===== src/rtl/kdlp_pkg.sv =====
// kdlp_pkg: shared types and constants for the key debounce block.
// No dependencies; imported by every other file of the block but kdlp_intf.
`default_nettype none

package kdlp_pkg;

  // Event kinds as they leave the block
  typedef enum logic [1:0] {
    KIND_PRESS   = 2'd0,
    KIND_RELEASE = 2'd1,
    KIND_LONG    = 2'd2,
    KIND_REPEAT  = 2'd3
  } kdlp_kind_e;

  // Configuration register indexes
  typedef enum logic [2:0] {
    CFG_FILTER_TIME  = 3'd0,
    CFG_LONG_TIME    = 3'd1,
    CFG_REPEAT_SPEED = 3'd2,
    CFG_CODE_DOWN    = 3'd3,
    CFG_CODE_UP      = 3'd4,
    CFG_CODE_LONG    = 3'd5
  } kdlp_cfg_idx_e;

  localparam int unsigned CFG_IDX_W  = 3;
  localparam int unsigned CFG_DATA_W = 16;

  // Register reset values
  localparam logic [7:0]  FILTER_TIME_RST  = 8'd2;
  localparam logic [15:0] LONG_TIME_RST    = 16'd150;
  localparam logic [7:0]  REPEAT_SPEED_RST = 8'd0;
  localparam logic [7:0]  CODE_DOWN_RST    = 8'd1;
  localparam logic [7:0]  CODE_UP_RST      = 8'd2;
  localparam logic [7:0]  CODE_LONG_RST    = 8'd3;

  // Filter counter starts at half the reset filter time
  localparam logic [8:0]  FILTER_COUNT_RST = {1'b0, FILTER_TIME_RST >> 1};

  typedef struct packed {
    logic [7:0]  filter_time;
    logic [15:0] long_time;
    logic [7:0]  repeat_speed;
    logic [7:0]  code_down;
    logic [7:0]  code_up;
    logic [7:0]  code_long;
  } kdlp_cfg_t;

  // One event record
  typedef struct packed {
    logic [7:0] code;
    kdlp_kind_e kind;
  } kdlp_event_t;

  // Events caused by one tick: ev0 always, ev1 when two is set
  typedef struct packed {
    logic        two;
    kdlp_event_t ev0;
    kdlp_event_t ev1;
  } kdlp_bundle_t;

endpackage

`default_nettype wire


===== src/rtl/kdlp_intf.sv =====
// kdlp_in_if / kdlp_out_if: valid/ready channels of the key debounce block.
// Depends on kdlp_pkg for nothing but is compiled after it.
`default_nettype none

interface kdlp_in_if;
  logic valid;
  logic ready;
  logic key_pressed;

  modport source (output valid, output key_pressed, input ready);
  modport sink   (input valid, input key_pressed, output ready);
endinterface

interface kdlp_out_if;
  logic       valid;
  logic       ready;
  logic [7:0] key_code;
  logic [1:0] event_kind;
  logic       last_event;

  modport source (output valid, output key_code, output event_kind, output last_event,
                  input ready);
  modport sink   (input valid, input key_code, input event_kind, input last_event,
                  output ready);
endinterface

`default_nettype wire


===== src/rtl/key_debounce_long_press_repeat.sv =====
// key_debounce_long_press_repeat: top level, config registers, front, queue, back.
// Depends on kdlp_pkg, kdlp_intf, kdlp_front, kdlp_queue, kdlp_back.
//
//   channel  dir  beat payload                          handshake
//   in_ch    in   key_pressed                           valid/ready
//   out_ch   out  key_code, event_kind, last_event      valid/ready
//   cfg      in   cfg_idx_i, cfg_data_i                 cfg_we_i, no wait
//
// One tick is accepted per cycle while the queue has room; the tick's state update
// is done by the counter logic in the front. Events reach out_ch through the queue
// and then the output register in the back, one per cycle while out_ch is ready.
// Output stalls back up through the DEPTH-entry queue before in_ch drops ready.
// Reset clears counters, queue and output register at once; no clearing pass.
`default_nettype none

module key_debounce_long_press_repeat
  import kdlp_pkg::*;
#(
  parameter int unsigned DEPTH = 4
) (
  input  wire                    clk_i,
  input  wire                    rst_ni,
  kdlp_in_if.sink                in_ch,
  kdlp_out_if.source             out_ch,
  input  wire                    cfg_we_i,
  input  wire [CFG_IDX_W-1:0]    cfg_idx_i,
  input  wire [CFG_DATA_W-1:0]   cfg_data_i
);

  kdlp_cfg_t    cfg_q;
  logic         q_full, q_valid, push, pop;
  kdlp_bundle_t push_data, pop_data;

  // configuration registers
  always_ff @(posedge clk_i or negedge rst_ni) begin
    if (!rst_ni) begin
      cfg_q.filter_time  <= FILTER_TIME_RST;
      cfg_q.long_time    <= LONG_TIME_RST;
      cfg_q.repeat_speed <= REPEAT_SPEED_RST;
      cfg_q.code_down    <= CODE_DOWN_RST;
      cfg_q.code_up      <= CODE_UP_RST;
      cfg_q.code_long    <= CODE_LONG_RST;
    end else if (cfg_we_i) begin
      case (kdlp_cfg_idx_e'(cfg_idx_i))
        CFG_FILTER_TIME:  cfg_q.filter_time  <= cfg_data_i[7:0];
        CFG_LONG_TIME:    cfg_q.long_time    <= cfg_data_i;
        CFG_REPEAT_SPEED: cfg_q.repeat_speed <= cfg_data_i[7:0];
        CFG_CODE_DOWN:    cfg_q.code_down    <= cfg_data_i[7:0];
        CFG_CODE_UP:      cfg_q.code_up      <= cfg_data_i[7:0];
        CFG_CODE_LONG:    cfg_q.code_long    <= cfg_data_i[7:0];
        default: ;
      endcase
    end
  end

  kdlp_front u_front (
    .clk_i        (clk_i),
    .rst_ni       (rst_ni),
    .cfg_i        (cfg_q),
    .in_valid_i   (in_ch.valid),
    .in_pressed_i (in_ch.key_pressed),
    .in_ready_o   (in_ch.ready),
    .q_full_i     (q_full),
    .push_o       (push),
    .push_data_o  (push_data)
  );

  kdlp_queue #(
    .DEPTH (DEPTH)
  ) u_queue (
    .clk_i       (clk_i),
    .rst_ni      (rst_ni),
    .push_i      (push),
    .push_data_i (push_data),
    .full_o      (q_full),
    .pop_i       (pop),
    .valid_o     (q_valid),
    .pop_data_o  (pop_data)
  );

  kdlp_back u_back (
    .clk_i       (clk_i),
    .rst_ni      (rst_ni),
    .q_valid_i   (q_valid),
    .q_data_i    (pop_data),
    .pop_o       (pop),
    .out_valid_o (out_ch.valid),
    .out_ready_i (out_ch.ready),
    .out_code_o  (out_ch.key_code),
    .out_kind_o  (out_ch.event_kind),
    .out_last_o  (out_ch.last_event)
  );

endmodule

`default_nettype wire


===== src/rtl/kdlp_front.sv =====
// kdlp_front: debounce filter, hold and repeat counters; classifies each tick.
// Depends on kdlp_pkg; pushes event bundles into kdlp_queue.
`default_nettype none

module kdlp_front
  import kdlp_pkg::*;
(
  input  wire          clk_i,
  input  wire          rst_ni,
  input  kdlp_cfg_t    cfg_i,
  input  wire          in_valid_i,
  input  wire          in_pressed_i,
  output logic         in_ready_o,
  input  wire          q_full_i,
  output logic         push_o,
  output kdlp_bundle_t push_data_o
);

  logic [8:0]  filter_count_q, filter_count_d;
  logic        deb_q, deb_d;
  logic [15:0] hold_q, hold_d;
  logic [7:0]  rep_q, rep_d;

  logic        accept;
  logic        emit_press, emit_release, emit_long, emit_rep;
  logic [8:0]  top;
  logic [8:0]  ft9;
  logic [15:0] hold_inc;
  logic [7:0]  rep_inc;

  assign in_ready_o = !q_full_i;
  assign accept     = in_valid_i && in_ready_o;
  assign top        = {cfg_i.filter_time, 1'b0};
  assign ft9        = {1'b0, cfg_i.filter_time};
  assign hold_inc   = hold_q + 16'd1;
  assign rep_inc    = rep_q + 8'd1;

  // next state and event flags for the current sample
  always_comb begin
    filter_count_d = filter_count_q;
    deb_d          = deb_q;
    hold_d         = hold_q;
    rep_d          = rep_q;
    emit_press     = 1'b0;
    emit_release   = 1'b0;
    emit_long      = 1'b0;
    emit_rep       = 1'b0;
    if (in_pressed_i) begin
      if (filter_count_q < ft9) begin
        filter_count_d = ft9;
      end else if (filter_count_q < top) begin
        filter_count_d = filter_count_q + 9'd1;
      end else begin
        if (!deb_q) begin
          deb_d      = 1'b1;
          emit_press = (cfg_i.code_down != 8'd0);
        end
        if (cfg_i.long_time != 16'd0) begin
          if (hold_q < cfg_i.long_time) begin
            hold_d    = hold_inc;
            emit_long = (hold_inc == cfg_i.long_time);
          end else if (cfg_i.repeat_speed != 8'd0) begin
            rep_d = rep_inc;
            if (rep_inc >= cfg_i.repeat_speed) begin
              rep_d    = 8'd0;
              emit_rep = 1'b1;
            end
          end
        end
      end
    end else begin
      if (filter_count_q > ft9) begin
        filter_count_d = ft9;
      end else if (filter_count_q != 9'd0) begin
        filter_count_d = filter_count_q - 9'd1;
      end else if (deb_q) begin
        deb_d        = 1'b0;
        emit_release = (cfg_i.code_up != 8'd0);
      end
      hold_d = 16'd0;
      rep_d  = 8'd0;
    end
  end

  // pack the flags into a bundle, press always first
  always_comb begin
    push_data_o.two      = 1'b0;
    push_data_o.ev0.code = cfg_i.code_down;
    push_data_o.ev0.kind = KIND_PRESS;
    push_data_o.ev1.code = cfg_i.code_long;
    push_data_o.ev1.kind = KIND_LONG;
    if (emit_press) begin
      push_data_o.two = emit_long || emit_rep;
      if (emit_rep) begin
        push_data_o.ev1.code = cfg_i.code_down;
        push_data_o.ev1.kind = KIND_REPEAT;
      end
    end else if (emit_release) begin
      push_data_o.ev0.code = cfg_i.code_up;
      push_data_o.ev0.kind = KIND_RELEASE;
    end else if (emit_long) begin
      push_data_o.ev0.code = cfg_i.code_long;
      push_data_o.ev0.kind = KIND_LONG;
    end else begin
      push_data_o.ev0.code = cfg_i.code_down;
      push_data_o.ev0.kind = KIND_REPEAT;
    end
  end

  assign push_o = accept && (emit_press || emit_release || emit_long || emit_rep);

  // tick state
  always_ff @(posedge clk_i or negedge rst_ni) begin
    if (!rst_ni) begin
      filter_count_q <= FILTER_COUNT_RST;
      deb_q          <= 1'b0;
      hold_q         <= 16'd0;
      rep_q          <= 8'd0;
    end else if (accept) begin
      filter_count_q <= filter_count_d;
      deb_q          <= deb_d;
      hold_q         <= hold_d;
      rep_q          <= rep_d;
    end
  end

endmodule

`default_nettype wire


===== src/rtl/kdlp_queue.sv =====
// kdlp_queue: small FIFO of event bundles between front and back.
// Depends on kdlp_pkg for the bundle type.
`default_nettype none

module kdlp_queue
  import kdlp_pkg::*;
#(
  parameter int unsigned DEPTH = 4
) (
  input  wire          clk_i,
  input  wire          rst_ni,
  input  wire          push_i,
  input  kdlp_bundle_t push_data_i,
  output logic         full_o,
  input  wire          pop_i,
  output logic         valid_o,
  output kdlp_bundle_t pop_data_o
);

  localparam int unsigned AW = (DEPTH > 1) ? $clog2(DEPTH) : 1;
  localparam int unsigned CW = $clog2(DEPTH + 1);
  localparam logic [AW-1:0] LAST_PTR = AW'(DEPTH - 1);
  localparam logic [CW-1:0] FULL_CNT = CW'(DEPTH);

  kdlp_bundle_t  mem_q [DEPTH];
  logic [AW-1:0] wr_ptr_q, rd_ptr_q;
  logic [CW-1:0] count_q;
  logic          do_push, do_pop;

  assign full_o     = (count_q == FULL_CNT);
  assign valid_o    = (count_q != '0);
  assign pop_data_o = mem_q[rd_ptr_q];
  assign do_push    = push_i && !full_o;
  assign do_pop     = pop_i && valid_o;

  // storage
  always_ff @(posedge clk_i) begin
    if (do_push) begin
      mem_q[wr_ptr_q] <= push_data_i;
    end
  end

  // pointers and fill count
  always_ff @(posedge clk_i or negedge rst_ni) begin
    if (!rst_ni) begin
      wr_ptr_q <= '0;
      rd_ptr_q <= '0;
      count_q  <= '0;
    end else begin
      if (do_push) begin
        wr_ptr_q <= (wr_ptr_q == LAST_PTR) ? '0 : wr_ptr_q + AW'(1);
      end
      if (do_pop) begin
        rd_ptr_q <= (rd_ptr_q == LAST_PTR) ? '0 : rd_ptr_q + AW'(1);
      end
      if (do_push && !do_pop) begin
        count_q <= count_q + CW'(1);
      end else if (do_pop && !do_push) begin
        count_q <= count_q - CW'(1);
      end
    end
  end

  // a push is never offered to a full queue
  a_no_push_full: assert property (@(posedge clk_i) disable iff (!rst_ni)
    push_i |-> !full_o) else $error("push into full queue");

  // fill count stays in range
  a_count_range: assert property (@(posedge clk_i) disable iff (!rst_ni)
    count_q <= FULL_CNT) else $error("queue count out of range");

  // fill count advances on a push without a pop
  a_count_track: assert property (@(posedge clk_i) disable iff (!rst_ni)
    (do_push && !do_pop) |=> (count_q == $past(count_q) + CW'(1)))
    else $error("queue count did not advance");

endmodule

`default_nettype wire


===== src/rtl/kdlp_back.sv =====
// kdlp_back: unpacks event bundles into single output beats held in a register.
// Depends on kdlp_pkg; pops bundles from kdlp_queue.
`default_nettype none

module kdlp_back
  import kdlp_pkg::*;
(
  input  wire          clk_i,
  input  wire          rst_ni,
  input  wire          q_valid_i,
  input  kdlp_bundle_t q_data_i,
  output logic         pop_o,
  output logic         out_valid_o,
  input  wire          out_ready_i,
  output logic [7:0]   out_code_o,
  output logic [1:0]   out_kind_o,
  output logic         out_last_o
);

  kdlp_bundle_t cur_q;
  logic         valid_q;
  logic         sel_q;
  logic         last;
  logic         taken;
  kdlp_event_t  ev;

  assign ev    = sel_q ? cur_q.ev1 : cur_q.ev0;
  assign last  = !cur_q.two || sel_q;
  assign taken = valid_q && out_ready_i;
  assign pop_o = q_valid_i && (!valid_q || (taken && last));

  assign out_valid_o = valid_q;
  assign out_code_o  = ev.code;
  assign out_kind_o  = ev.kind;
  assign out_last_o  = last;

  // output control
  always_ff @(posedge clk_i or negedge rst_ni) begin
    if (!rst_ni) begin
      valid_q <= 1'b0;
      sel_q   <= 1'b0;
    end else if (pop_o) begin
      valid_q <= 1'b1;
      sel_q   <= 1'b0;
    end else if (taken) begin
      if (last) begin
        valid_q <= 1'b0;
        sel_q   <= 1'b0;
      end else begin
        sel_q <= 1'b1;
      end
    end
  end

  // bundle payload
  always_ff @(posedge clk_i) begin
    if (pop_o) begin
      cur_q <= q_data_i;
    end
  end

  // second event of a tick follows right after the first
  a_second_follows: assert property (@(posedge clk_i) disable iff (!rst_ni)
    (taken && !last) |=> (valid_q && sel_q)) else $error("second event lost");

  // second event is always marked last
  a_second_last: assert property (@(posedge clk_i) disable iff (!rst_ni)
    (valid_q && sel_q) |-> last) else $error("second event not last");

  // a held bundle is not replaced before its last beat goes out
  a_no_overwrite: assert property (@(posedge clk_i) disable iff (!rst_ni)
    (valid_q && !(taken && last)) |-> !pop_o) else $error("bundle overwritten");

endmodule

`default_nettype wire

===== src/flat_wrapper.sv =====
// flat-port wrapper written by rule: the top's interface ports become plain ports
module key_debounce_long_press_repeat_flat import kdlp_pkg::*;
#(
  parameter int unsigned DEPTH = 4
)
  (clk_i, rst_ni, cfg_we_i, cfg_idx_i, cfg_data_i, in_ch_valid, in_ch_key_pressed, in_ch_ready, out_ch_valid, out_ch_key_code, out_ch_event_kind, out_ch_last_event, out_ch_ready);
  kdlp_in_if in_ch_i ();
  kdlp_out_if out_ch_i ();
  input  wire clk_i;
  input  wire rst_ni;
  input  wire cfg_we_i;
  input  wire [CFG_IDX_W-1:0] cfg_idx_i;
  input  wire [CFG_DATA_W-1:0] cfg_data_i;
  input wire logic [$bits(in_ch_i.valid)-1:0] in_ch_valid;
  input wire logic [$bits(in_ch_i.key_pressed)-1:0] in_ch_key_pressed;
  output wire logic [$bits(in_ch_i.ready)-1:0] in_ch_ready;
  output wire logic [$bits(out_ch_i.valid)-1:0] out_ch_valid;
  output wire logic [$bits(out_ch_i.key_code)-1:0] out_ch_key_code;
  output wire logic [$bits(out_ch_i.event_kind)-1:0] out_ch_event_kind;
  output wire logic [$bits(out_ch_i.last_event)-1:0] out_ch_last_event;
  input wire logic [$bits(out_ch_i.ready)-1:0] out_ch_ready;
  assign in_ch_i.valid = in_ch_valid;
  assign in_ch_i.key_pressed = in_ch_key_pressed;
  assign in_ch_ready = in_ch_i.ready;
  assign out_ch_valid = out_ch_i.valid;
  assign out_ch_key_code = out_ch_i.key_code;
  assign out_ch_event_kind = out_ch_i.event_kind;
  assign out_ch_last_event = out_ch_i.last_event;
  assign out_ch_i.ready = out_ch_ready;
  key_debounce_long_press_repeat #(.DEPTH(DEPTH)) u_core (.clk_i(clk_i), .rst_ni(rst_ni), .in_ch(in_ch_i), .out_ch(out_ch_i), .cfg_we_i(cfg_we_i), .cfg_idx_i(cfg_idx_i), .cfg_data_i(cfg_data_i));
endmodule

===== config.mk =====
export PLATFORM = sky130hd
export DESIGN_NAME = key_debounce_long_press_repeat_flat
export DESIGN_NICKNAME = d
export VERILOG_FILES = /design/src/rtl/kdlp_pkg.sv /design/src/rtl/kdlp_intf.sv /design/src/rtl/key_debounce_long_press_repeat.sv /design/src/rtl/kdlp_front.sv /design/src/rtl/kdlp_queue.sv /design/src/rtl/kdlp_back.sv /design/src/flat_wrapper.sv
export SDC_FILE = /design/constraint.sdc
export NUM_CORES = 1
export LEC_CHECK = 0
export BUFFER_PORTS_ARGS = -buffer_cell sky130_fd_sc_hd__buf_2
export CELL_PAD_IN_SITES_DETAIL_PLACEMENT = 1
export CELL_PAD_IN_SITES_GLOBAL_PLACEMENT = 2
export CORE_MARGIN = 8
export CORE_UTILIZATION = 46
export CTS_CLUSTER_DIAMETER = 100
export DETAILED_ROUTE_END_ITERATION = 10
export PLACE_DENSITY = 0.9
export SLEW_MARGIN = 20
export SYNTH_ARGS = -nofsm -noshare
export SYNTH_HDL_FRONTEND = slang
export SYNTH_SLANG_ARGS = --single-unit

===== constraint.sdc =====
create_clock -name clk_i -period 5.3 [get_ports clk_i]
set_input_delay 0.265 -clock clk_i [delete_from_list [all_inputs] [get_ports clk_i]]
set_output_delay 0.265 -clock clk_i [all_outputs]
set_load 0.02 [all_outputs]

# --- Yosys cells after proc, flatten, opt, wreduce, memory -nomap -nowiden ---
# Memory sizes are Yosys's and may differ from the RTL's. A register that Yosys moved wholly into a read port is not among the register bits.
# Index checks and enable logic that the tools add are counted.
# Widths: inputs -> output; s select.
word_totals:
  reg_bits: 99
  n_memories: 1
  out_inout_bits: 13
  ramBits: 84
  word_cells: 150
  latchBits: 0
  rom_bits: 0
  input_bits: 25
memory_table:
  columns: ["memory", "depth", "width", "rd", "rd_ports_with_merged_regs", "wr", "line", "source"]
  rows:
  - ["u_core.u_queue.mem_q", 4, 21, 1, 1, 1, "kdlp_queue.sv:25", "kdlp_bundle_t mem_q [DEPTH];"]
op_classes:
  magnitude_cmp: 5
  n_shift: 0
  reduce_logical: 42
  n_mul: 0
  eq_ne: 18
  n_bitwise: 0
  add_sub_neg: 8
  div_mod_pow: 0
  mux: 61
op_table:
  columns: ["op", "count"]
  rows:
  - ["$mux 16", 5]
  - ["$mux 10", 6]
  - ["$mux 8", 7]
  - ["$mux 9", 5]
  - ["$mux 1", 34]
  - ["$reduce_bool 8->1", 3]
  - ["$add 16x1->16 const B", 1]
  - ["$eq 16x16->1", 1]
  - ["$lt 16x16->1", 1]
  - ["$reduce_bool 16->1", 1]
  - ["$reduce_and 2->1", 7]
  - ["$ne 2x2->1 const B", 5]
  - ["$reduce_and 5->1", 2]
  - ["$add 9x1->9 const B", 1]
  - ["$eq 3x3->1 const B", 3]
  - ["$gt 9x8->1", 1]
  - ["$logic_and 1x1->1", 9]
  - ["$lt 9x8->1", 1]
  - ["$lt 9x9->1", 1]
  - ["$reduce_bool 9->1", 1]
  - ["$sub 9x1->9 const B", 1]
  - ["$add 8x1->8 const B", 1]
  - ["$ge 8x8->1", 1]
  - ["$eq 3x2->1 const B", 2]
  - ["16 further kinds", 34]

# --- Logic depth before layout (Yosys ltp) ---
# Gate-level depths: netlist of the first run.
logic_depth:
  depth_word: 16
  depth_mapped: 16

# --- Cells and area by module ---
# A second synthesis of the first run with hierarchy kept.
unflattened:
  cells_unflattened: 875
  area_unflattened_um2: 10905.5
modules_own_cells:
  columns: ["module", "instances", "seq_area_each_um2", "area_per_inst_um2", "cells_per_inst"]
  rows:
  - ["kdlp_front", 1, 852.1, 4291.6, 563]
  - ["kdlp_queue", 1, 2697.6, 3520.9, 147]
  - ["key_debounce_long_press_repeat", 1, 1412.6, 2198.4, 123]
  - ["kdlp_back", 1, 680.7, 894.6, 42]

# --- Worst setup path before layout of the first run ---
# Ideal clock, no wire load.
synth_timing:
  kind: "register to register"
  start: "register u_core.u_front.hold_q[0]"
  end: "register u_core.u_queue.count_q[2]"
  path_buffers: 0
  setup_time_ps: 79
  path_stages_with_launch: 15
  period_less_slack_ps: 3379
  setup_slack_ps: 1921
  required_time_ps: 5221
  arrival_ps: 3299
  path_cell_list: "dfrtp_1 ha_1 xor3_1 nor3_1 nand4_1 a2111oi_4 o2111ai_2 o31ai_2 o31a_4 ha_1 inv_1 fa_1 xor2_1 nor2_1 xor2_1"
synth_via:
  elab_chain_len: 14
  word_cells_on_any_way: 22
  classes_between: "add/sub (1); order compare (1); eq/ne (1); mux (11); reduce/logical (8)"
synth_rtl:
  columns: ["item", "line", "source"]
  rows:
  - ["start: declaration", "kdlp_front.sv:21", "logic [15:0] hold_q, hold_d;"]
  - ["start signal: assignment", "kdlp_front.sv:122", "hold_q <= hold_d;"]
  - ["$add 16x1->16", "kdlp_front.sv:35", "assign hold_inc = hold_q + 16'd1;"]
  - ["$eq 16x16->1", "kdlp_front.sv:61", "emit_long = (hold_inc == cfg_i.long_time);"]
  - ["$mux 1", "kdlp_front.sv:59", "if (hold_q < cfg_i.long_time) begin"]
  - ["$mux 1", "kdlp_front.sv:58", "if (cfg_i.long_time != 16'd0) begin"]
  - ["$mux 1", "kdlp_front.sv:51", "end else if (filter_count_q < top) begin"]
  - ["$mux 1", "kdlp_front.sv:49", "if (filter_count_q < ft9) begin"]
  - ["$mux 1", "kdlp_front.sv:48", "if (in_pressed_i) begin"]
  - ["$logic_or 1x1->1", "kdlp_front.sv:110", "assign push_o = accept && (emit_press || emit_release || emit_long || emit_rep);"]
  - ["$logic_or 1x1->1 *", "kdlp_front.sv:110", null]
  - ["$logic_and 1x1->1 *", "kdlp_front.sv:110", null]
  - ["$logic_and 1x1->1 *", "kdlp_queue.sv:33", "assign do_push = push_i && !full_o;"]
  - ["net u_core.u_queue.do_push", "kdlp_queue.sv:28", "logic do_push, do_pop;"]
  - ["$logic_not 1->1", "kdlp_queue.sv:58", "end else if (do_pop && !do_push) begin"]
  - ["$logic_and 1x1->1", "kdlp_queue.sv:58", null]
  - ["$reduce_bool 2->1 (no source line)", null, null]
  - ["end signal: assignment", "kdlp_queue.sv:57", "count_q <= count_q + CW'(1);"]
  - ["end signal: assignment", "kdlp_queue.sv:59", "count_q <= count_q - CW'(1);"]
  - ["end: declaration", "kdlp_queue.sv:27", "logic [CW-1:0] count_q;"]
# Mark *: on every way through the listed nets, which the timed path passes. The rest lies on a longest branch.
# A chain may end at the register's enable or synchronous reset.

# --- Worst setup path after layout of the first run ---
layout_timing:
  start: "register u_core.u_front.filter_count_q[0]"
  end: "register u_core.u_queue.count_q[2]"
layout_via:
  elab_chain_len: 12
  word_cells_on_any_way: 26
  classes_between: "order compare (3); mux (13); reduce/logical (10)"
layout_rtl:
  columns: ["item", "line", "source"]
  rows:
  - ["start: declaration", "kdlp_front.sv:19", "logic [8:0] filter_count_q, filter_count_d;"]
  - ["start signal: assignment", "kdlp_front.sv:120", "filter_count_q <= filter_count_d;"]
  - ["$lt 9x9->1 or $reduce_bool 9->1 (tied branches)", "kdlp_front.sv:51, kdlp_front.sv:74", null]
  - ["$mux 1 (on tied branches)", "kdlp_front.sv:51, kdlp_front.sv:74", null]
  - ["$mux 1 (on tied branches)", "kdlp_front.sv:49, kdlp_front.sv:72", null]
  - ["$mux 1", "kdlp_front.sv:48", null]
  - ["$logic_or 1x1->1 (2 in series)", "kdlp_front.sv:110", null]
  - ["$logic_or 1x1->1 *", "kdlp_front.sv:110", null]
  - ["$logic_and 1x1->1 *", "kdlp_front.sv:110", null]
  - ["$logic_and 1x1->1 *", "kdlp_queue.sv:33", null]
  - ["net u_core.u_queue.do_push", "kdlp_queue.sv:28", null]
  - ["$logic_not 1->1", "kdlp_queue.sv:58", null]
  - ["$logic_and 1x1->1", "kdlp_queue.sv:58", null]
  - ["$reduce_bool 2->1 (no source line)", null, null]
# Marked as above.

==> metrics.md, run 1 <==
| Metric | Value |
|---|---|
| Status | `finished, final reports clean` |
| Cells on worst reg2reg path | `15` |
| Total routed wirelength | `25,900 um` |
| Syn nets | `945` |
| Critical Path RT | `5.65 ns` |
| Reg2reg setup slack | `0.85 ns` |
| Mean Syn Cell Area | `11.7 um2` |
| Switching power | `2.10 mW` |
| Mapped Cells | `870` |
| Die Height | `165 um` |
| Vias in the first global route | `7,480` |
| Yosys cell types | `77` |
| Final Util | `0.519` |
| Warnings, synthesis | `0` |
| Critical path's top delay family | `compound AO/OA/AOI/OAI gates` |
| Pin count of the biggest net entering global routing | `56` |
| Worst hold path cell count | `3` |
| CTS H-Tree Depth | `4` |
| Max Freq | `225 MHz` |
| Top_reg_cell synth | `edfxtp_1` |
| Pre-antenna DRT Iters | `5` |
| Port buffer count | `37` |
| Core area | `0.0218 mm2` |
| CTS tree | `done` |
| CP startpoint kind | `register` |
| Tmin final | `4.45 ns` |
| Hold Path End | `u_core.cfg_q[45]$_DFFE_PN0P_` |
| Clk network pwr share | `0.257` |
| Tot Pwr | `5.51 mW` |
| GR Util met1 | `0.266` |
| Sequential power share | `0.420` |
| Class of the tightest hold or removal check | `in2reg` |
| Initial Utilization | `0.468` |
| Logic pwr share | `0.323` |
| Critical path class | `reg2reg` |
| Worst-Skew Late Latency | `0.45 ns` |
| Total number of vias | `6,977` |
| DRC errors left | `0` |
| R2r endpoint | `u_core.u_queue.count_q[2]$_DFFE_PN0P_` |
| First-pass GRT wire length | `42,100 um` |
| Mapped Area | `0.0102 mm2` |
| Worst-margin pin slew | `1.05 ns` |
| Initial antenna violation count | `0` |
| Gpl congestion | `0.854` |
| Drt via density | `5.86` |
| Period utilization | `0.839` |
| GR Layer Usage met2 | `0.337` |
| Routed Antenna Nets | `0` |
| Num CTS Buffers | `17` |
| Clock skew | `0.0157 ns` |
| Max-slew headroom | `0.296` |
| Seq/Total Area, Yosys | `0.537` |
| P per Cell Area | `487 mW/mm2` |
| Crit-path cells | `inv_1 > ha_1 > nand2b_1 > a211oi_1 > o211ai_1 > nor3_1 > o2111ai_2 > o31ai_2 > o31a_4 > ha_1 > inv_1 > fa_1 > xor2_1 > nor2_1 > xor2_1` |
| Register bit count reported by yosys | `199` |
| Dpl ws | `0.962 ns` |
| Antenna cells | `0` |
| Fin. max-slew vios | `0` |
| Final net count | `973` |
| Top cell type's share of synthesized area | `0.294` |
| Dpl hpwl | `18,900 um` |
| GRT overflow | `0` |
| Crit-path max cell delay | `0.59 ns` |
| Worst path bufs/invs | `2` |
| Share of layout cells above drive strength 1 | `0.187` |
| Hold Path Origin | `cfg_data_i[13]` |
| Die area | `0.0272 mm2` |
| Top cell type by total area after synthesis | `edfxtp_1` |
| TritonCTS sink count | `199` |
| Most frequent cells in the layout | `nand2_1 (100), edfxtp_1 (100), dfrtp_1 (89)` |
| Share of synthesized registers carrying an async set or reset | `0.497` |
| Cell Int Power | `3.41 mW` |
| R2R Path Start | `u_core.u_front.filter_count_q[0]$_DFFE_PN1P_` |
| Met3 Usage GRT | `0.0280` |
| Wirelength per Cell | `21.7 um` |
| CP max-delay cell | `dfstp_2` |
| Switching share of power | `0.381` |
| Post-cts sizing count | `0` |
| Static leakage | `4.38 nW` |
| Final setup violation count | `0` |
| Max cap viols | `0` |
| CTS root buf | `clkbuf_16` |
| Row cnt | `54` |
| Max VDD drop | `0.268 mV` |
| EDFF count, synth | `100` |
| Area grow syn2layout | `10.7%` |
| DRT iter0 DRCs | `331` |
| Global routing's busiest layer | `met2` |
| Gr usage total | `0.201` |
| Die Wd | `165 um` |
| Clk slew on worst S/H paths | `0.09 ns` |
| Kind of end point of the critical path | `register` |
| Top post-synthesis cells by area | `edfxtp_1 (29%), dfrtp_1 (22%), ha_1 (6.0%)` |
| Setup TNS | `0 ns` |
| Fin. Hold Viols | `0` |
| CTS Buffer Depth | `2` |
| Setup slack after layout | `0.851 ns` |
| Unrepaired setup endpoints after global routing | `no` |
| CP Max Fanout | `12` |
| Post-CTS setup buffer count | `0` |
| IO Count | `38` |
| Crit path DAT | `4.80 ns` |
## per-layer routing
metal	routed length, um	share of wire
met4	483	0.019
met2	12900	0.50
met3	840	0.032
met1	11700	0.45
met5	0	0
## tightest hold or removal path: cells and delay by family
| family | cells | cell delay [ns] |
|---|---|---|
| buffers and inverters | 1 | 0.07 |
| AO/OA/AOI/OAI | 1 | 0.06 |
| AND/OR/NAND/NOR | 1 | 0.03 |
## sequential cells by signal, summed over array words and instances (netlist names)
name	cells
u_core.u_back.sel_q	1
u_core.u_back.out_valid_o	1
u_core.u_queue.mem_q	80
u_core.u_front.filter_count_q	9
u_core.cfg_q	56
u_core.u_queue.wr_ptr_q	2
u_core.u_back.cur_q	20
u_core.u_queue.rd_ptr_q	2
u_core.u_front.hold_q	16
u_core.u_front.deb_q	1
u_core.u_front.rep_q	8
u_core.u_queue.count_q	3
## cell type report
class / instances / area [um2]
fillers: 2298 / 10500
multi-input cells: 581 / 4360
repair buffers: 45 / 250
inverters: 54 / 203
clock inverters: 15 / 235
flip-flops and latches: 199 / 5490
clock buffers: 17 / 425
well taps: 280 / 350
## synth_stat cells (12+ instances only)
master    number
nand2b_1      13
clkbuf_1      24
nand3_1       28
mux4_2        20
ha_1          49
a21oi_1       27
o21ai_0       76
nor3_1        18
nor2_1        29
xnor2_1       17
edfxtp_1     100
nand2_1      100
inv_1         54
mux2_2        39
nor4_1        12
dfrtp_1       89
## stage by stage
stage / area (um2) / hold slack (ns) / instances
after global placement: 10600 / 0.395 / 1158
final: 11300 / 0.0152 / 1191
after global routing: 11300 / 0.0239 / 1191
after floorplan: 10200 / -0.0306 / 870
after CTS: 11300 / 0.00790 / 1191
after detailed placement: 10600 / 0.400 / 1158
## repair_timing
action,in CTS,in global routing
hold buffers,1,0
setup endpoints to repair,0,0
hold endpoints to repair,49,0
## kinds of logic after synthesis
| kind of cell | Yosys count | synth area share |
|---|---|---|
| AND/OR/NAND/NOR | 259 | 0.131 |
| flip-flops | 199 | 0.537 |
| AO/OA/AOI/OAI | 184 | 0.118 |
| buffers and inverters | 90 | 0.0370 |
| multiplexers | 62 | 0.0910 |
| adder cells (fa/ha/maj) | 50 | 0.0619 |
| XOR/XNOR | 26 | 0.0237 |
## power by group through the flow
stage | logic, mW | registers [mW] | clock network (mW)
final | 1.78 | 2.31 | 1.42
after global routing | 2.00 | 2.36 | 1.49
after CTS | 1.80 | 2.31 | 1.44
after detailed placement | 1.78 | 2.34 | 0
after global placement | 1.71 | 2.31 | 0
after floorplan | 1.38 | 2.18 | 0
## how the worst max path moves through the flow
stage | endpoint | from | slack [ns] | cells past startpoint
finish | u_core.u_queue.count_q[2]$_DFFE_PN0P_ | u_core.u_front.filter_count_q[0]$_DFFE_PN1P_ | 0.85 | 15
global route | u_core.u_queue.count_q[2]$_DFFE_PN0P_ | u_core.u_front.filter_count_q[0]$_DFFE_PN1P_ | 0.58 | 15
CTS | u_core.u_queue.count_q[2]$_DFFE_PN0P_ | u_core.u_front.filter_count_q[0]$_DFFE_PN1P_ | 0.86 | 15
detailed placement | u_core.u_queue.count_q[2]$_DFFE_PN0P_ | u_core.u_front.filter_count_q[0]$_DFFE_PN1P_ | 0.96 | 15
global placement | u_core.u_queue.count_q[2]$_DFFE_PN0P_ | u_core.u_front.filter_count_q[0]$_DFFE_PN1P_ | 1.30 | 15
floorplan | u_core.u_queue.count_q[2]$_DFFE_PN0P_ | u_core.u_front.hold_q[0]$_DFFE_PN0P_ | 1.92 | 14
No activity file was read; power rests on OpenSTA's default activity.
==> run 2, diff against run 1 <==
Settings changed: CORE_UTILIZATION 46 to 43, PLACE_DENSITY 0.9 to 0.85.
Clock period 5.3 ns to 4.55 ns, I/O delays scaled along.
==> metrics.md, run 2 (synthesis results as in run 1) <==
| Metric | Value |
|---|---|
| Status | `finished, final reports clean` |
| Clk slew on worst S/H paths | `0.08 ns (about the same)` |
| Final net count | `989 (+1.6%)` |
| Antenna cells | `0 (unchanged)` |
| Final setup violation count | `0 (unchanged)` |
| Max Freq | `242 MHz (+7.8%)` |
| Fin. max-slew vios | `0 (unchanged)` |
| Hold Path End | `u_core.cfg_q[39]$_DFFE_PN1P_` |
| Initial antenna violation count | `0 (unchanged)` |
| CP startpoint kind | `register` |
| Num CTS Buffers | `17 (unchanged)` |
| Wirelength per Cell | `21.2 um (-2.3%)` |
| Die Wd | `170 um (+3.1%)` |
| Largest regs | `u_core.u_queue.mem_q x80, u_core.cfg_q x56, u_core.u_back.cur_q x20` |
| DRT iter0 DRCs | `445 (+34%)` |
| Max reg flops | `80 (unchanged)` |
| Initial Utilization | `0.437 (-0.0316)` |
| Port buffer count | `37 (unchanged)` |
| Cells on worst reg2reg path | `15 (unchanged)` |
| Area grow syn2layout | `12.4%` |
| Fill count | `2,525 (+9.9%)` |
| TritonCTS sink count | `199 (unchanged)` |
| GR Layer Usage met2 | `0.326 (-0.0113)` |
| Max cap viols | `0 (unchanged)` |
| Global routing's busiest layer | `met2` |
| R2R Path Start | `u_core.u_front.filter_count_q[0]$_DFFE_PN1P_` |
| Register name with the most flops | `u_core.u_queue.mem_q` |
| Max VDD drop | `0.233 mV (-13%)` |
| R2r endpoint | `u_core.u_queue.count_q[2]$_DFFE_PN0P_` |
| Die area | `0.0290 mm2 (+6.3%)` |
| Die Height | `170 um (+3.1%)` |
| CTS H-Tree Depth | `4 (unchanged)` |
| Critical Path RT | `4.91 ns (-0.74 ns)` |
| Gr usage total | `0.190 (-0.0108)` |
| Total routed wirelength | `26,400 um (+2.2%)` |
| Tmin final | `4.13 ns (-0.321 ns)` |
| Static leakage | `4.45 nW (+1.7%)` |
| Share of layout cells above drive strength 1 | `0.191 (+0.00433)` |
| P per Cell Area | `563 mW/mm2 (+16%)` |
| Total number of vias | `7,052 (+1.1%)` |
| CTS tree | `done` |
| Area of the multi-input gates | `0.00435 mm2 (-0.11%)` |
| Dpl hpwl | `18,800 um (-0.29%)` |
| Worst-Skew Late Latency | `0.45 ns (about the same)` |
| Routed Antenna Nets | `0 (unchanged)` |
| Hold Path Origin | `cfg_data_i[7]` |
| DP Area | `0.0107 mm2 (+1.0%)` |
| Worst hold path cell count | `3 (unchanged)` |
| GRT overflow | `0 (unchanged)` |
| Fin. Hold Viols | `0 (unchanged)` |
| Max-slew headroom | `0.308 (+0.0121)` |
| Unrepaired setup endpoints after global routing | `no` |
| IO Count | `38 (unchanged)` |
| Gpl congestion | `0.820 (-4.0%)` |
| Clock skew | `0.0168 ns (+0.00115 ns)` |
| Crit path DAT | `4.49 ns (-0.31 ns)` |
| Pre-antenna DRT Iters | `5 (unchanged)` |
| Most frequent cells in the layout | `nand2_1 (100), edfxtp_1 (100), dfrtp_1 (89)` |
| Kind of end point of the critical path | `register` |
| CTS Buffer Depth | `2 (unchanged)` |
| Post-CTS setup buffer count | `0 (unchanged)` |
| DRC errors left | `0 (unchanged)` |
| Critical path class | `reg2reg` |
| GR Util met1 | `0.245 (-0.0206)` |
| Core area | `0.0234 mm2 (+7.2%)` |
| First-pass GRT wire length | `42,800 um (+1.6%)` |
| Met3 Usage GRT | `0.0257 (-0.00229)` |
| Total area of sequential cells | `0.00549 mm2 (unchanged)` |
| Class of the tightest hold or removal check | `in2reg` |
| Setup TNS | `0 ns (unchanged)` |
| CTS root buf | `clkbuf_16` |
| Worst-margin pin slew | `1.04 ns (-0.0135 ns)` |
| Pin count of the biggest net entering global routing | `63 (+13%)` |
| Reg2reg setup slack | `0.42 ns (-0.43 ns)` |
| CP Max Fanout | `7 (-5)` |
| Drt via density | `5.66 (-3.4%)` |
| Period utilization | `0.907 (+0.0678)` |
| Row cnt | `56 (+3.7%)` |
| Vias in the first global route | `7,563 (+1.1%)` |
| Post-route cell area | `0.0115 mm2 (+1.6%)` |
-- run 2: cell types whose count changed in the layout (fill, tap and decap cells not counted) --
cell and delta:
buf_4 +8, dlygate4sd3_1 +8, clkinv_8 -3, inv_8 +2
inv_16 +1, nor3_1 +1, nor3_2 -1
-- run 2: timing repair --
item	in CTS	in global routing
hold buffers	9	0
endpoints found under the hold margin	66	0
gates resized for setup	0	0
-- run 2: through the flow --
stage / util / hold WS [ns] / power, mW / worst slack [ns] / std cells
after floorplan: - / -0.0681 / 4.14 / 1.17 / 870
after global placement: 0.459 / 0.403 / 4.72 / 0.787 / 1205
after detailed placement: 0.459 / 0.408 / 4.82 / 0.530 / 1205
after CTS: 0.491 / 0.0776 / 6.51 / 0.414 / 1246
after global routing: 0.491 / 0.113 / 6.86 / 0.0650 / 1246
final: 0.491 / 0.0837 / 6.47 / 0.422 / 1246
-- run 2: worst max-delay path, cell delays in order, from the launching register on --
cell	delay, ns
dfstp_2	0.60
inv_1	0.09
ha_1	0.19
nand2b_1	0.14
a211oi_1	0.33
o211ai_1	0.21
nor3_1	0.47
o2111ai_2	0.28
o31ai_2	0.29
o31a_4	0.22
ha_1	0.22
inv_1	0.10
fa_1	0.39
xor2_1	0.19
nor2_1	0.12
xor2_1	0.20
-- run 2: worst max path at each step --
stage	cells past startpoint	endpoint	slack, ns	startpoint
final	15	u_core.u_queue.count_q[2]$_DFFE_PN0P_	0.42	u_core.u_front.filter_count_q[0]$_DFFE_PN1P_
after CTS	15	u_core.u_queue.count_q[2]$_DFFE_PN0P_	0.41	u_core.u_front.filter_count_q[0]$_DFFE_PN1P_
after floorplan	14	u_core.u_queue.count_q[2]$_DFFE_PN0P_	1.17	u_core.u_front.hold_q[0]$_DFFE_PN0P_
after global routing	15	u_core.u_queue.count_q[2]$_DFFE_PN0P_	0.06	u_core.u_front.filter_count_q[0]$_DFFE_PN1P_
after global placement	15	u_core.u_queue.count_q[2]$_DFFE_PN0P_	0.79	u_core.u_front.filter_count_q[0]$_DFFE_PN1P_
after detailed placement	15	u_core.u_queue.count_q[2]$_DFFE_PN0P_	0.53	u_core.u_front.filter_count_q[0]$_DFFE_PN1P_
-- run 2: routing by layer --
layer  up-vias  wire, um
met2       118     13100
met3        34       863
met5         -         0
li1       3326         -
met1      3574     11900
met4         0       587
-- run 2: report_power, final --
group	internal, mW	leakage (nW)	switching [mW]
Combinational	0.911	2.03	1.19
Sequential	2.30	2.11	0.398
Clock	0.792	0.318	0.877
Total	4.00	4.45	2.46
-- run 2: area by class of cell --
type                            count  area share
Timing Repair Buffer               61      0.0340
Sequential cell                   199       0.478
Multi-Input combinational cell    581       0.379
Clock buffer                       17      0.0370
Inverter                           54      0.0176
Clock inverter                     15      0.0199
Tap cell                          319      0.0347
